`config.mk`:
```
export PLATFORM = sky130hd
export DESIGN_NAME = isr_cell
export DESIGN_NICKNAME = d
export VERILOG_FILES = /design/src/hw/rtl/isr_pkg.sv /design/src/hw/rtl/isr_cell.sv
export SDC_FILE = /design/constraint.sdc
export NUM_CORES = 1
export LEC_CHECK = 0
export BUFFER_PORTS_ARGS = -buffer_cell sky130_fd_sc_hd__buf_2
export CAP_MARGIN = 15
export CORE_AREA = 2 2 128 130
export CTS_BUF_LIST = sky130_fd_sc_hd__clkbuf_2
export DETAILED_ROUTE_END_ITERATION = 10
export DIE_AREA = 0 0 130 132
export GPL_ROUTABILITY_DRIVEN = 1
export PLACE_DENSITY = 0.67
export SYNTH_ARGS = -nofsm -noshare
export SYNTH_HDL_FRONTEND = slang
export SYNTH_SLANG_ARGS = --single-unit
```
`constraint.sdc`:
```
create_clock -name clk -period 3.36 [get_ports clk]
set_input_delay 0 -clock clk [delete_from_list [all_inputs] [get_ports clk]]
set_output_delay 0 -clock clk [all_outputs]
set_load 0.03 [all_outputs]
```
`src/hw/rtl/isr_pkg.sv`:
```
// shared types and constants of the insertion sort records unit
`default_nettype none

package isr_pkg;

	localparam int MAX_ITEMS  = 32;
	localparam int KEY_W      = 32;
	localparam int ID_W       = 16;
	localparam int CFG_IDX_W  = 8;
	localparam int CFG_DATA_W = 32;

	localparam logic [CFG_IDX_W-1:0] CFG_SORT_BY_FEE = CFG_IDX_W'(0);
	localparam logic [CFG_IDX_W-1:0] CFG_DESCENDING  = CFG_IDX_W'(1);

	typedef struct packed {
		logic [KEY_W-1:0] area;
		logic [KEY_W-1:0] fee;
		logic [ID_W-1:0]  id;
	} rec_t;

	typedef struct packed {
		logic load;
		logic pop;
		logic by_fee;
		logic desc;
	} cell_ctrl_t;

endpackage

`default_nettype wire

```
`src/hw/rtl/isr_cell.sv`:
```
// one insertion cell: holds a record and shifts it along the row
`default_nettype none

module isr_cell (
	input  wire                       clk,
	input  wire                       arst_n,
	input  wire isr_pkg::cell_ctrl_t  ctrl,
	input  wire isr_pkg::rec_t        new_rec,
	input  wire isr_pkg::rec_t        prev_rec,
	input  wire                       prev_valid,
	input  wire                       prev_run,
	input  wire isr_pkg::rec_t        next_rec,
	input  wire                       next_valid,
	input  wire                       run,
	output isr_pkg::rec_t             rec,
	output logic                      valid,
	output logic                      ok
);

	isr_pkg::rec_t                rec_q;
	logic                         valid_q;
	logic [isr_pkg::KEY_W-1:0]    held_key;
	logic [isr_pkg::KEY_W-1:0]    new_key;
	logic                         moves;
	logic                         take;

	assign held_key = ctrl.by_fee ? rec_q.fee : rec_q.area;
	assign new_key  = ctrl.by_fee ? new_rec.fee : new_rec.area;
	assign moves    = ctrl.desc ? (held_key < new_key) : (held_key > new_key);

	// empty cells never block the run of moving cells above the insert point
	assign ok    = moves | ~valid_q;
	assign take  = run | (~valid_q & prev_valid);
	assign rec   = rec_q;
	assign valid = valid_q;

	always_ff @(posedge clk or negedge arst_n) begin
		if (!arst_n) begin
			valid_q <= 1'b0;
		end else if (ctrl.pop) begin
			valid_q <= next_valid;
		end else if (ctrl.load && take) begin
			valid_q <= 1'b1;
		end
	end

	always_ff @(posedge clk) begin
		if (ctrl.pop) begin
			rec_q <= next_rec;
		end else if (ctrl.load && take) begin
			rec_q <= prev_run ? prev_rec : new_rec;
		end
	end

endmodule

`default_nettype wire

```
# Word-level counts from Yosys, hierarchy flattened
# Cells that the tools add are included.
[op_classes]
div = 0
reduce_logical = 2
mux = 8
eq_ne = 0
shifts = 0
n_bitwise = 4
mul = 0
addsub = 0
n_lt_le_gt_ge = 2
[op_table]
columns = ["cell", "count"]
rows = [
  ["$mux 80", 3],
  ["$mux 32", 2],
  ["$gt 32x32->1", 1],
  ["$lt 32x32->1", 1],
  ["$mux 1", 3],
  ["$or 1x1->1", 2],
  ["$reduce_bool 2->1", 1],
  ["$and 1x1->1", 1],
  ["$logic_and 1x1->1", 1],
  ["$not 1->1", 1],
]
[totals]
mem_count = 0
register_bits = 81
out_inout_bits = 82
ramBits = 0
latch_bits = 0
rom_bits = 0
word_cells = 20

# Depth between registers and ports, before layout
# Gate-level depths: netlist of run 1.
[logic_depth]
ltp_word = 6
mapped_depth = 10
depth_no_buf = 8

# Worst setup path after synthesis of run 1
# No wires, ideal clock.
[synth_path]
path_kind = "flip-flop to flip-flop"
startpoint = "register valid_q, in the netlist valid"
endpoint = "register rec_q (netlist bit rec[0]), enable pin"
n_path_buf = 0
synth_period_minus_slack_ps = 3009
path_stages_with_launch = 4
arrival_time_ps = 2556
setup_slack_ps = 351
cell_sequence = "dfrtp_1 > nor2b_1 > o21ai_0 > nand2b_1"
[synth_via]
elab_chain_len = 5
[synth_lines]
columns = ["element", "line", "rtl"]
rows = [
  ["from (decl)", "isr_cell.sv:21", "logic valid_q;"],
  ["from (signal assigned)", "isr_cell.sv:41", "valid_q <= next_valid;"],
  ["$not 1->1", "isr_cell.sv:33", "assign take = run | (~valid_q & prev_valid);"],
  ["$and 1x1->1", "isr_cell.sv:33", ""],
  ["$or 1x1->1", "isr_cell.sv:33", ""],
  ["$logic_and 1x1->1", "isr_cell.sv:50", "end else if (ctrl.load && take) begin"],
  ["$reduce_bool 2->1 (no source line)", "--", ""],
  ["to (signal assigned)", "isr_cell.sv:49", "rec_q <= next_rec;"],
  ["to (signal assigned)", "isr_cell.sv:51", "rec_q <= prev_run ? prev_rec : new_rec;"],
  ["to (decl)", "isr_cell.sv:20", "isr_pkg::rec_t rec_q;"],
]
# No other way between the ends.
# A chain may end at the register's enable or synchronous reset.

# Worst setup path in the final report of run 1
[layout_path]
startpoint = "register rec_q (netlist bit rec[79])"
endpoint = "output port ok"
[layout_via]
elab_chain_len = 4
[layout_lines]
columns = ["element", "line", "rtl"]
rows = [
  ["$mux 32 *", "isr_cell.sv:27", "assign held_key = ctrl.by_fee ? rec_q.fee : rec_q.area;"],
  ["$gt 32x32->1 / $lt 32x32->1 (equally long branches)", "isr_cell.sv:29", "assign moves = ctrl.desc ? (held_key < new_key) : (held_key > new_key);"],
  ["$mux 1 *", "isr_cell.sv:29", ""],
  ["$or 1x1->1 *", "isr_cell.sv:32", "assign ok = moves | ~valid_q;"],
  ["to (decl)", "isr_cell.sv:17", "output logic ok"],
]
# Every way passes the cells marked *; elsewhere a longest branch is shown, timed or not.

==> results of run 1 <==
==> worst max-delay path: cells and delay by family, from the launching register on <==
kind,cells,cell delay [ns]
AOI/OAI and AO/OA,4,0.54
adders and majority gates,1,0.30
buffers and inverters,1,0.25
DFF,1,0.48
muxes,1,0.29
and+or+nand+nor,2,0.77
==> placed cells by master (no fill, tap or decap), types with 2 or more instances in the layout <==
cell type                       instances
sky130_fd_sc_hd__ha_1                  32
sky130_fd_sc_hd__a21oi_1               12
sky130_fd_sc_hd__mux2i_1              112
sky130_fd_sc_hd__o21ai_0               85
sky130_fd_sc_hd__nand2_1               91
sky130_fd_sc_hd__nand4_1                4
sky130_fd_sc_hd__buf_4                  5
sky130_fd_sc_hd__a21o_1                 2
sky130_fd_sc_hd__mux2_2                32
sky130_fd_sc_hd__nor4_2                 2
sky130_fd_sc_hd__dlygate4sd3_1        163
sky130_fd_sc_hd__buf_2                328
sky130_fd_sc_hd__clkbuf_2              11
sky130_fd_sc_hd__nor2_1                 5
sky130_fd_sc_hd__clkinv_2               2
sky130_fd_sc_hd__nand3_1                2
sky130_fd_sc_hd__buf_12                 2
sky130_fd_sc_hd__inv_1                  3
sky130_fd_sc_hd__clkinv_1               2
sky130_fd_sc_hd__edfxtp_1              80
==> worst max-delay path by stage <==
| stage | startpoint | end | slack [ns] | cells past startpoint |
|---|---|---|---|---|
| finish | rec[79]$_DFFE_PP_ | ok | 0.23 | 9 |
| global placement | ctrl[1] | ok | 0.68 | 10 |
| floorplan | valid$_DFFE_PN0P_ | rec[0]$_DFFE_PP_ | 0.35 | 3 |
| detailed placement | ctrl[1] | ok | 0.60 | 11 |
| CTS | rec[79]$_DFFE_PP_ | ok | 0.11 | 9 |
| global route | rec[46]$_DFFE_PP_ | ok | 0.01 | 9 |
==> cell families after synthesis <==
group,after synthesis,share of synthesized area [%]
multiplexers,144,26.9
AND/OR/NAND/NOR,110,8.42
AO/OA/AOI/OAI,108,10.4
flip-flops,81,44.1
buffers and inverters,37,2.87
adder cells (fa/ha/maj),32,7.28
==> timing repair <==
item,CTS,global route
hold buffers,163,0
endpoints found under the hold margin,82,0
setup endpoints to repair,0,0
==> routing by layer <==
| layer | share of wire [%] | GRT usage, % |
|---|---|---|
| met5 | 0 | 0 |
| met4 | 2.8 | 8.66 |
| met3 | 6.6 | 4.87 |
| met2 | 51 | 40.4 |
| met1 | 39 | 23.5 |
==> cells in the mapped netlist <==
library cell / n / area (µm²)
sky130_fd_sc_hd__nand2b_1: 2 / 12.5
sky130_fd_sc_hd__nand3_1: 2 / 10.0
sky130_fd_sc_hd__mux2_2: 32 / 360
sky130_fd_sc_hd__a21oi_1: 12 / 60.1
sky130_fd_sc_hd__nand4_1: 4 / 25.0
sky130_fd_sc_hd__o21ai_0: 85 / 425
sky130_fd_sc_hd__o211ai_1: 1 / 7.51
sky130_fd_sc_hd__a211oi_1: 1 / 7.51
sky130_fd_sc_hd__and3_2: 1 / 7.51
sky130_fd_sc_hd__dfrtp_1: 1 / 25.0
sky130_fd_sc_hd__a41oi_1: 1 / 8.76
sky130_fd_sc_hd__ha_1: 32 / 400
sky130_fd_sc_hd__inv_1: 3 / 11.3
sky130_fd_sc_hd__or2b_2: 1 / 8.76
sky130_fd_sc_hd__nor4_2: 2 / 25.0
sky130_fd_sc_hd__o311ai_1: 1 / 8.76
sky130_fd_sc_hd__nor2b_1: 1 / 6.26
sky130_fd_sc_hd__edfxtp_1: 80 / 2400
sky130_fd_sc_hd__nand2_1: 91 / 342
sky130_fd_sc_hd__clkbuf_1: 19 / 71.3
sky130_fd_sc_hd__a22oi_1: 1 / 7.51
sky130_fd_sc_hd__a31oi_1: 1 / 6.26
sky130_fd_sc_hd__mux2i_1: 112 / 1120
sky130_fd_sc_hd__a21o_1: 2 / 15.0
sky130_fd_sc_hd__o21ai_1: 1 / 5.00
sky130_fd_sc_hd__buf_2: 15 / 75.1
sky130_fd_sc_hd__a221o_1: 1 / 10.0
sky130_fd_sc_hd__and2_2: 1 / 7.51
sky130_fd_sc_hd__a221oi_1: 1 / 8.76
sky130_fd_sc_hd__nor2_1: 5 / 18.8
==> registers in the layout (all words and copies together) (netlist names) <==
register and count:
rec 80, valid 1
==> per-stage QoR <==
stage	setup slack, ns	util [%]	power, mW
floorplan	0.351	-	1.87
global placement	0.683	46.8	2.22
detailed placement	0.602	46.8	2.23
CTS	0.111	57.8	2.94
global route	0.0140	57.8	3.09
finish	0.225	57.8	2.93
==> power by group <==
group / total (mW) / internal (mW) / switching [mW] / leakage (nW)
sequential: 1.28 / 1.23 / 0.0442 / 0.826
clock: 0.526 / 0.171 / 0.354 / 0.0708
combinational: 1.13 / 0.532 / 0.598 / 3.50
total: 2.93 / 1.94 / 0.997 / 4.40
==> final cells by class <==
type	count	area share [%]
timing repair buffer	498	36.9
multi-input combinational	394	32.2
clock inverter	5	0.523
antenna	1	0.0275
sequential	81	26.7
clock buffer	11	0.606
inverter	3	0.124
tap	216	2.97
==> impl_summary.log, run 1 <==
INFO  metric status = finished, final reports clean
INFO  metric rsz_0062_raised_after_global_routing = false
INFO  metric clkTransAtPathRegs = 0.25 ns
INFO  metric cts-resized-gates = 0
INFO  metric final_design_area_no_fill = 0.00909 mm²
INFO  metric clock_tree.buffer_depth = 2
INFO  metric drt-initial-drc-count = 281
INFO  metric post_synth_inst_count = 512
INFO  metric timing.critical_path.required = 3.36 ns
INFO  metric cts_tree = done
INFO  metric critical_path_peak_fanout = 3
INFO  metric final_layout_size_suffix_gt1_share = 39.0%
INFO  metric finalWirelength = 19,400 µm
INFO  metric crit_path_cell_trace = mux2_2 -> ha_1 -> nand4_1 -> nor4_2 -> a22oi_1 -> o211ai_1 -> o21ai_1 -> o311ai_1 -> buf_2
INFO  metric core.rowCount = 46
INFO  metric ff2ff_path_depth = 3
INFO  metric n_fill_cell = 1,358
INFO  metric stage_delay_of_the_slowest_cell_on_the_critical_path = 0.54 ns
INFO  metric drt_drc_violations_left = 0
INFO  metric endpoint_kind = primary output
INFO  metric root_buffer = sky130_fd_sc_hd__clkbuf_2
INFO  metric die_height = 132 µm
INFO  metric antenna_found_initial = 1
INFO  metric worstSetupPathType = register to primary output
INFO  metric num_vias = 5,912
INFO  metric setup_viol = 0
INFO  metric synthesis.nets = 794
INFO  metric report.final.slew_viol_count = 0
INFO  metric crit_arrival = 3.13 ns
INFO  metric fin_worst_skew = 0.0380 ns
INFO  metric final_cycle_utilization_of_the_critical_path = 93.3%
INFO  metric min-delay-path-class = input port to register
INFO  metric die_area = 0.0172 mm²
INFO  metric fp.dieW = 130 µm
INFO  metric stdcell_count = 1,209
INFO  metric post-place-cells = 1,029
INFO  metric total_leakage_power = 4.40 nW
INFO  metric htree_levels = 3
INFO  metric ys_seq_elements = 81
INFO  metric cts_post_setup_buffers_inserted = 0
INFO  metric clk-insertion-delay-late = 0.55 ns
INFO  metric coreArea = 0.0157 mm²
INFO  metric drtAntennaViolNets = 0
INFO  metric globalplace.congestion = 0.816
INFO  metric hold_path_depth = 3
INFO  metric mappedNetlistArea = 0.00550 mm²
INFO  metric numClockSinks = 81
INFO  metric floorplan.initialDensity = 35.0%
INFO  metric cts_made_buffers = 9
INFO  metric worst_case_headroom_to_the_max_slew_limit = 24.1%
INFO  metric synth.avg_cell_area = 10.7 µm²
INFO  metric period_needed = 3.13 ns
INFO  metric finalHoldWorstSlack = 0.169 ns
INFO  metric wl_per_cell = 16.1 µm
INFO  metric irDropWorstVdd = 0.172 mV
INFO  metric worst_hold_path.endpoint = valid$_DFFE_PN0P_
INFO  metric global_route_wire_length_before_repair = 29,200 µm
INFO  metric worst-slew-pin-transition = 1.14 ns
INFO  metric gr-usage-all-layers = 21.8%
INFO  metric fmaxAchievable = 319 MHz
INFO  metric register_area = 0.00243 mm²
INFO  metric worstSetupStartpointType = register
INFO  metric number_of_search_and_repair_iterations_in_the_first_detailed_routing_pass = 4
INFO  metric io_buffer_count = 331
INFO  metric setup_total_negative_slack = 0 ns
INFO  metric rrSetupSlack = 1.25 ns
INFO  metric detailedPlacementHpwl = 13,300 µm
INFO  metric yosysSeqAreaShare = 44.1%
INFO  metric cap_viol_max_count = 0
INFO  metric ff_to_ff_end = rec[6]$_DFFE_PP_
INFO  metric finalNetCount = 1,269
INFO  metric multiInputGateArea = 0.00292 mm²
INFO  metric critical-path-slowest-cell = sky130_fd_sc_hd__nor4_2
INFO  metric place_area = 0.00735 mm²
INFO  metric power_per_cell_area = 323 mW/mm²
INFO  metric routed_via_density = 4.89
INFO  metric grt_overflow = 0
INFO  metric floorplan.io_pins = 332
INFO  metric flow.area_growth_from_synthesis = 65.2%
INFO  metric timing.rr.start = valid$_DFFE_PN0P_
INFO  metric holdCritStartpoint = ctrl[2]
INFO  metric finalHoldViolCount = 0
INFO  metric vias_in_the_first_global_route = 6,003
INFO  metric pin_count_of_the_biggest_net_entering_global_routing = 83
INFO  metric yosys.cell_types.count = 30
INFO  metric yosys_warnings = 0
No activity file was read; power rests on OpenSTA's default activity.
==> inputs of run 2 (changes only) <==
--- a/config.mk
+++ b/config.mk
@@ -7,12 +7,13 @@
 export LEC_CHECK = 0
 export BUFFER_PORTS_ARGS = -buffer_cell sky130_fd_sc_hd__buf_2
 export CAP_MARGIN = 15
-export CORE_AREA = 2 2 128 130
+export CORE_AREA = 2 2 130 132
 export CTS_BUF_LIST = sky130_fd_sc_hd__clkbuf_2
 export DETAILED_ROUTE_END_ITERATION = 10
-export DIE_AREA = 0 0 130 132
+export DIE_AREA = 0 0 132 134
 export GPL_ROUTABILITY_DRIVEN = 1
-export PLACE_DENSITY = 0.67
+export PLACE_DENSITY = 0.68
+export SLEW_MARGIN = 10
 export SYNTH_ARGS = -nofsm -noshare
 export SYNTH_HDL_FRONTEND = slang
 export SYNTH_SLANG_ARGS = --single-unit
==> constraint.sdc (replaced) <==
create_clock -name clk -period 2.56 [get_ports clk]
set_input_delay 0 -clock clk [delete_from_list [all_inputs] [get_ports clk]]
set_output_delay 0 -clock clk [all_outputs]
set_load 0.03 [all_outputs]
==> impl_summary.log, run 2 (synthesized netlist as in run 1, its figures left out) <==
INFO  metric status = finished with violations
INFO  metric violations = negative setup slack
INFO  metric detailedPlacementHpwl = 13,200 µm (-0.55%)
INFO  metric rsz_0062_raised_after_global_routing = true
INFO  metric clk-insertion-delay-late = 0.58 ns (+0.03 ns)
INFO  metric global_route_wire_length_before_repair = 30,500 µm (+4.6%)
INFO  metric io_buffer_count = 331 (unchanged)
INFO  metric finalNetCount = 1,303 (+2.7%)
INFO  metric critical_path_peak_fanout = 2 (-1)
INFO  metric timing.critical_path.required = 2.56 ns (-0.80 ns)
INFO  metric period_needed = 2.93 ns
INFO  metric stage_delay_of_the_slowest_cell_on_the_critical_path = 0.45 ns (-0.09 ns)
INFO  metric fin_worst_skew = 0.0218 ns (-0.0161 ns)
INFO  metric drt-initial-drc-count = 342 (+22%)
INFO  metric clkTransAtPathRegs = 0.25 ns (about the same)
INFO  metric die_height = 134 µm (+1.5%)
INFO  metric top_library_cells_by_usage_in_the_layout_fill_and_taps_aside = 327 x sky130_fd_sc_hd__buf_2, 178 x sky130_fd_sc_hd__dlygate4sd3_1, 112 x sky130_fd_sc_hd__mux2i_1, 90 x sky130_fd_sc_hd__nand2_1, 83 x sky130_fd_sc_hd__o21ai_0
INFO  metric flow.area_growth_from_synthesis = 76.7%
INFO  metric cts_tree = done
INFO  metric stdcell_count = 1,246 (+3.1%)
INFO  metric root_buffer = sky130_fd_sc_hd__clkbuf_2
INFO  metric numClockSinks = 81 (unchanged)
INFO  metric mostFrequentLayoutCell = sky130_fd_sc_hd__buf_2
INFO  metric worst-slew-pin-transition = 0.630 ns (-0.508 ns)
INFO  metric crit_path_cell_trace = mux2_2 -> ha_1 -> nand4_1 -> nor2_1 -> a221oi_2 -> a31oi_4 -> buf_4 -> o311ai_4 -> buf_6
INFO  metric core.rowCount = 47 (+2.2%)
INFO  metric critical-path-slowest-cell = sky130_fd_sc_hd__edfxtp_1
INFO  metric final_cycle_utilization_of_the_critical_path = 114%
INFO  metric vias_in_the_first_global_route = 6,245 (+4.0%)
INFO  metric total_leakage_power = 4.61 nW (+4.9%)
INFO  metric htree_levels = 3 (unchanged)
INFO  metric drt_drc_violations_left = 0 (unchanged)
INFO  metric num_vias = 6,026 (+1.9%)
INFO  metric irDropWorstVdd = 0.245 mV (+42%)
INFO  metric crit_arrival = 2.93 ns (-0.20 ns)
INFO  metric final_design_area_no_fill = 0.00972 mm² (+7.0%)
INFO  metric place_area = 0.00746 mm² (+1.5%)
INFO  metric finalHoldViolCount = 0 (unchanged)
INFO  metric wl_met3 = 1470 µm (+14%)
INFO  metric number_of_search_and_repair_iterations_in_the_first_detailed_routing_pass = 5 (+1)
INFO  metric cpLargestDelayFamily = compound AO/OA/AOI/OAI gates
INFO  metric insertedDiodeCount = 0 (-1)
INFO  metric die_area = 0.0177 mm² (+3.1%)
INFO  metric floorplan.io_pins = 332 (unchanged)
INFO  metric gr-usage-all-layers = 21.7% (-0.051 points)
INFO  metric largest_register_ff_count = 80 (unchanged)
INFO  metric finalHoldWorstSlack = 0.109 ns (-0.0598 ns)
INFO  metric dr_wl_met2 = 10,000 µm (+0.71%)
INFO  metric critical_path_buf_inv_count = 2 (+1)
INFO  metric floorplan.initialDensity = 33.8% (-1.2 points)
INFO  metric worstSetupPathType = register to primary output
INFO  metric worst_slack = -0.367 ns (-0.593 ns)
INFO  metric coreArea = 0.0163 mm² (+3.7%)
INFO  metric fmaxAchievable = 342 MHz
INFO  metric routed_via_density = 4.84 (-1.1%)
INFO  metric cts_made_buffers = 9 (unchanged)
INFO  metric wl_met1 = 7800 µm (+2.1%)
INFO  metric final_layout_size_suffix_gt1_share = 41.7% (+2.7 points)
INFO  metric p_total = 4.20 mW (+43%)
INFO  metric min-delay-path-class = input port to register
INFO  metric endpoint_kind = primary output
INFO  metric report.final.slew_viol_count = 0 (unchanged)
INFO  metric grt_overflow = 0 (unchanged)
INFO  metric setup_total_negative_slack = -0.367 ns (-0.367 ns)
INFO  metric cap_viol_max_count = 0 (unchanged)
INFO  metric top_layer = met4
INFO  metric globalplace.congestion = 0.838 (+2.7%)
INFO  metric finalWirelength = 20,000 µm (+3.1%)
INFO  metric worst_case_headroom_to_the_max_slew_limit = 58.0% (+34 points)
INFO  metric fp.dieW = 132 µm (+1.5%)
INFO  metric pin_count_of_the_biggest_net_entering_global_routing = 88 (+6.0%)
INFO  metric setup_viol = 1 (+1)
INFO  metric antenna_found_initial = 0 (-1)
INFO  metric clock_tree.buffer_depth = 2 (unchanged)
INFO  metric post-place-cells = 1,041 (+1.2%)
INFO  metric drtAntennaViolNets = 0 (unchanged)
INFO  metric power_per_cell_area = 432 mW/mm² (+34%)
INFO  metric worstSetupStartpointType = register
INFO  metric wl_per_cell = 16.1 µm (about the same)
## run 2: cell count changes in the layout (fill, tap and decap cells not counted), sizes merged
cell	before	now
diode	1	0
clkinv	4	2
bufinv	1	3
dlygate4sd3	163	178
buf	335	354
## run 2: stage by stage
stage | util (%) | setup WS [ns]
finish | 59.7 | -0.367
global route | 59.7 | -0.534
global placement | 45.8 | 0.0342
detailed placement | 45.8 | 0.00173
CTS | 58.2 | -0.454
floorplan | - | 0.0906
## run 2: per-layer routing
| layer | track usage (%) | vias to the layer above |
|---|---|---|
| met5 | 0 | - |
| met1 | 24.1 | 2735 |
| met2 | 39.3 | 307 |
| met3 | 6.01 | 57 |
| li1 | - | 2927 |
| met4 | 8.76 | 0 |
## run 2: what timing repair did
action,in CTS,in global routing
hold endpoints to repair,82,0
pin swaps,7,14
hold buffers,178,0
resized for setup,8,25
buffers inserted,5,6
endpoints found under the setup margin,1,1
## run 2: where the power goes
group / internal (mW) / leakage (nW) / switching [mW]
Combinational: 0.793 / 3.69 / 0.838
Clock: 0.429 / 0.0961 / 0.466
Sequential: 1.62 / 0.826 / 0.0582
## run 2: layout make-up
| class | instances | area [µm²] |
|---|---|---|
| Clock inverter | 5 | 104 |
| Timing Repair Buffer | 532 | 3690 |
| Tap cell | 220 | 275 |
| Fill cell | 1348 | 6570 |
| Inverter | 3 | 11.3 |
| Clock buffer | 11 | 55.1 |
| Sequential cell | 81 | 2430 |
| Multi-Input combinational cell | 394 | 3160 |
## run 2: worst paths after layout
kind,start,slack (ns),end,cells past startpoint
max,rec[57]$_DFFE_PP_,-0.37,ok,9
min,ctrl[3],0.11,rec[24]$_DFFE_PP_,4
max reg2reg,valid$_DFFE_PN0P_,0.85,rec[53]$_DFFE_PP_,4
min reg2reg,valid$_DFFE_PN0P_,0.70,valid$_DFFE_PN0P_,2
max in group asynchronous,arst_n,2.13,valid$_DFFE_PN0P_,3
min in group asynchronous,arst_n,0.33,valid$_DFFE_PN0P_,3
## run 2: worst reg2reg max path, cell delays in order (launching register included)
cell	delay, ns
sky130_fd_sc_hd__dfrtp_1	0.52
sky130_fd_sc_hd__nor2b_1	0.14
sky130_fd_sc_hd__o21ai_0	0.15
sky130_fd_sc_hd__nand2b_4	0.12
sky130_fd_sc_hd__buf_12	0.31
==> inputs of run 3 (changes only) <==
--- a/config.mk
+++ b/config.mk
@@ -13,6 +13,7 @@
 export DIE_AREA = 0 0 132 134
 export GPL_ROUTABILITY_DRIVEN = 1
 export PLACE_DENSITY = 0.68
+export SKIP_CTS_REPAIR_TIMING = 1
 export SLEW_MARGIN = 10
 export SYNTH_ARGS = -nofsm -noshare
 export SYNTH_HDL_FRONTEND = slang
==> impl_summary.log, run 3 (synthesized netlist as in run 1, its figures left out) <==
INFO  metric period_needed = 2.98 ns (+0.0489 ns)
INFO  metric endpoint_kind = primary output
INFO  metric grt_overflow = 0 (unchanged)
INFO  metric globalplace.congestion = 0.838 (unchanged)
INFO  metric gr-usage-all-layers = 18.2% (-3.5 points)
INFO  metric cap_viol_max_count = 0 (unchanged)
INFO  metric numClockSinks = 81 (unchanged)
INFO  metric pin_count_of_the_biggest_net_entering_global_routing = 88 (unchanged)
INFO  metric vias_in_the_first_global_route = 4,991 (-20%)
INFO  metric mostFrequentLayoutCell = sky130_fd_sc_hd__buf_2
INFO  metric place_area = 0.00746 mm² (unchanged)
INFO  metric critical_path_buf_inv_count = 2 (unchanged)
INFO  metric final_cycle_utilization_of_the_critical_path = 116% (+1.9 points)
INFO  metric num_vias = 6,058 (+0.53%)
INFO  metric floorplan.initialDensity = 33.8% (unchanged)
INFO  metric min-delay-path-class = input port to register
INFO  metric clk-insertion-delay-late = 0.57 ns (about the same)
INFO  metric final_design_area_no_fill = 0.00962 mm² (-0.99%)
INFO  metric drtAntennaViolNets = 0 (unchanged)
INFO  metric antenna_found_initial = 1 (+1)
INFO  metric worst_slack = -0.416 ns (-0.0489 ns)
INFO  metric clock_tree.buffer_depth = 2 (unchanged)
INFO  metric critical-path-slowest-cell = sky130_fd_sc_hd__edfxtp_1
INFO  metric drt_drc_violations_left = 0 (unchanged)
INFO  metric wl_per_cell = 16.0 µm (-0.54%)
INFO  metric setup_total_negative_slack = -0.416 ns (-0.0489 ns)
INFO  metric critical_path_peak_fanout = 2 (unchanged)
INFO  metric clkTransAtPathRegs = 0.25 ns (about the same)
INFO  metric timing.critical_path.required = 2.56 ns (about the same)
INFO  metric final_layout_size_suffix_gt1_share = 40.9% (-0.82 points)
INFO  metric crit_arrival = 2.98 ns (+0.05 ns)
INFO  metric finalHoldViolCount = 0 (unchanged)
INFO  metric power_per_cell_area = 434 mW/mm² (+0.37%)
INFO  metric finalHoldWorstSlack = 0.150 ns (+0.0416 ns)
INFO  metric die_area = 0.0177 mm² (unchanged)
INFO  metric number_of_search_and_repair_iterations_in_the_first_detailed_routing_pass = 5 (unchanged)
INFO  metric stage_delay_of_the_slowest_cell_on_the_critical_path = 0.47 ns (+0.02 ns)
INFO  metric cts_made_buffers = 9 (unchanged)
INFO  metric final_util = 59.1% (-0.59 points)
INFO  metric core.rowCount = 47 (unchanged)
INFO  metric irDropWorstVdd = 0.248 mV (+1.2%)
INFO  metric flow.area_growth_from_synthesis = 75.0%
INFO  metric detailedPlacementHpwl = 13,200 µm (unchanged)
INFO  metric fp.dieW = 132 µm (unchanged)
INFO  metric finalNetCount = 1,299 (-0.31%)
INFO  metric global_route_wire_length_before_repair = 25,400 µm (-17%)
INFO  metric rsz_0062_raised_after_global_routing = true
INFO  metric worstSetupStartpointType = register
INFO  metric routed_via_density = 4.87 (+0.77%)
INFO  metric coreArea = 0.0163 mm² (unchanged)
INFO  metric n_fill_cell = 1,362 (+1.0%)
INFO  metric top_library_cells_by_usage_in_the_layout_fill_and_taps_aside = 327 x sky130_fd_sc_hd__buf_2, 178 x sky130_fd_sc_hd__dlygate4sd3_1, 112 x sky130_fd_sc_hd__mux2i_1, 91 x sky130_fd_sc_hd__nand2_1, 83 x sky130_fd_sc_hd__o21ai_0
INFO  metric drt-initial-drc-count = 247 (-28%)
INFO  metric finalWirelength = 19,900 µm (-0.78%)
INFO  metric root_buffer = sky130_fd_sc_hd__clkbuf_2
INFO  metric crit_path_cell_trace = mux2_4 -> ha_4 -> and2_4 -> a221o_1 -> a22oi_2 -> o211ai_1 -> buf_4 -> o311ai_4 -> buf_6
INFO  metric cpLargestDelayFamily = compound AO/OA/AOI/OAI gates
INFO  metric report.final.slew_viol_count = 0 (unchanged)
INFO  metric fmaxAchievable = 336 MHz (-1.6%)
INFO  metric largest_register_ff_count = 80 (unchanged)
INFO  metric status = finished with violations
INFO  metric floorplan.io_pins = 332 (unchanged)
INFO  metric cts_tree = done
INFO  metric worstSetupPathType = register to primary output
INFO  metric total_leakage_power = 4.59 nW (-0.54%)
INFO  metric fin_worst_skew = 0.0290 ns (+0.00716 ns)
INFO  metric violations = negative setup slack
INFO  metric io_buffer_count = 331 (unchanged)
INFO  metric worst_case_headroom_to_the_max_slew_limit = 56.1% (-1.9 points)
INFO  metric worst-slew-pin-transition = 0.659 ns (+0.0283 ns)
INFO  metric setup_viol = 1 (unchanged)
INFO  metric htree_levels = 3 (unchanged)
INFO  metric die_height = 134 µm (unchanged)
[run 3: changes by cell type in the layout (fill, tap and decap cells not counted), sizes merged]
cell	change
buf	-4
diode	+1
[run 3: cell type report]
type	count	area [µm²]	share of cell area, %
multi-input cells	394	3090	32.1
flip-flops and latches	81	2430	25.2
inverters	3	11.3	0.117
repair buffers	528	3660	38.0
clock buffers	11	55.1	0.572
diodes	1	2.50	0.0260
clock inverters	5	104	1.08
well taps	220	275	2.86
[run 3: per-layer routing]
metal | global-route usage, % | share of wire [%] | up-vias | routed length, µm
met5 | 0 | 0 | - | 0
met4 | 5.37 | 3.2 | 0 | 632
met3 | 5.14 | 7.0 | 48 | 1400
met2 | 30.7 | 50 | 289 | 9960
met1 | 22.8 | 40 | 2805 | 7890
li1 | - | - | 2916 | -
[run 3: worst reg2reg max path, delay by kind of cell, from the launching register on]
family | cells | cell delay, ns
flip-flops | 1 | 0.53
buffers and inverters | 1 | 0.35
AND/OR/NAND/NOR | 2 | 0.26
AO/OA/AOI/OAI | 1 | 0.15
[run 3: stage by stage]
stage / instances / power, mW / setup slack, ns
after floorplan: 512 / 2.45 / 0.0906
after global placement: 1041 / 2.93 / 0.0342
after detailed placement: 1041 / 2.94 / 0.00173
after CTS: 1057 / 3.84 / -0.583
after global routing: 1243 / 4.39 / -0.604
final: 1243 / 4.17 / -0.416
[run 3: path summary, 6_finish.rpt]
path,depth (start not counted),slack (ns),endpoint,start
setup / recovery,9,-0.42,ok,rec[35]$_DFFE_PP_
hold / removal,4,0.15,rec[24]$_DFFE_PP_,ctrl[3]
setup reg to reg,4,0.86,rec[44]$_DFFE_PP_,valid$_DFFE_PN0P_
hold reg to reg,2,0.71,valid$_DFFE_PN0P_,valid$_DFFE_PN0P_
max in group asynchronous,3,2.12,valid$_DFFE_PN0P_,arst_n
min in group asynchronous,3,0.34,valid$_DFFE_PN0P_,arst_n
[run 3: report_power, final]
part | internal, mW | switching, mW | leakage, nW
logic | 0.777 | 0.828 | 3.67
clock network | 0.429 | 0.467 | 0.0961
registers | 1.62 | 0.0572 | 0.826
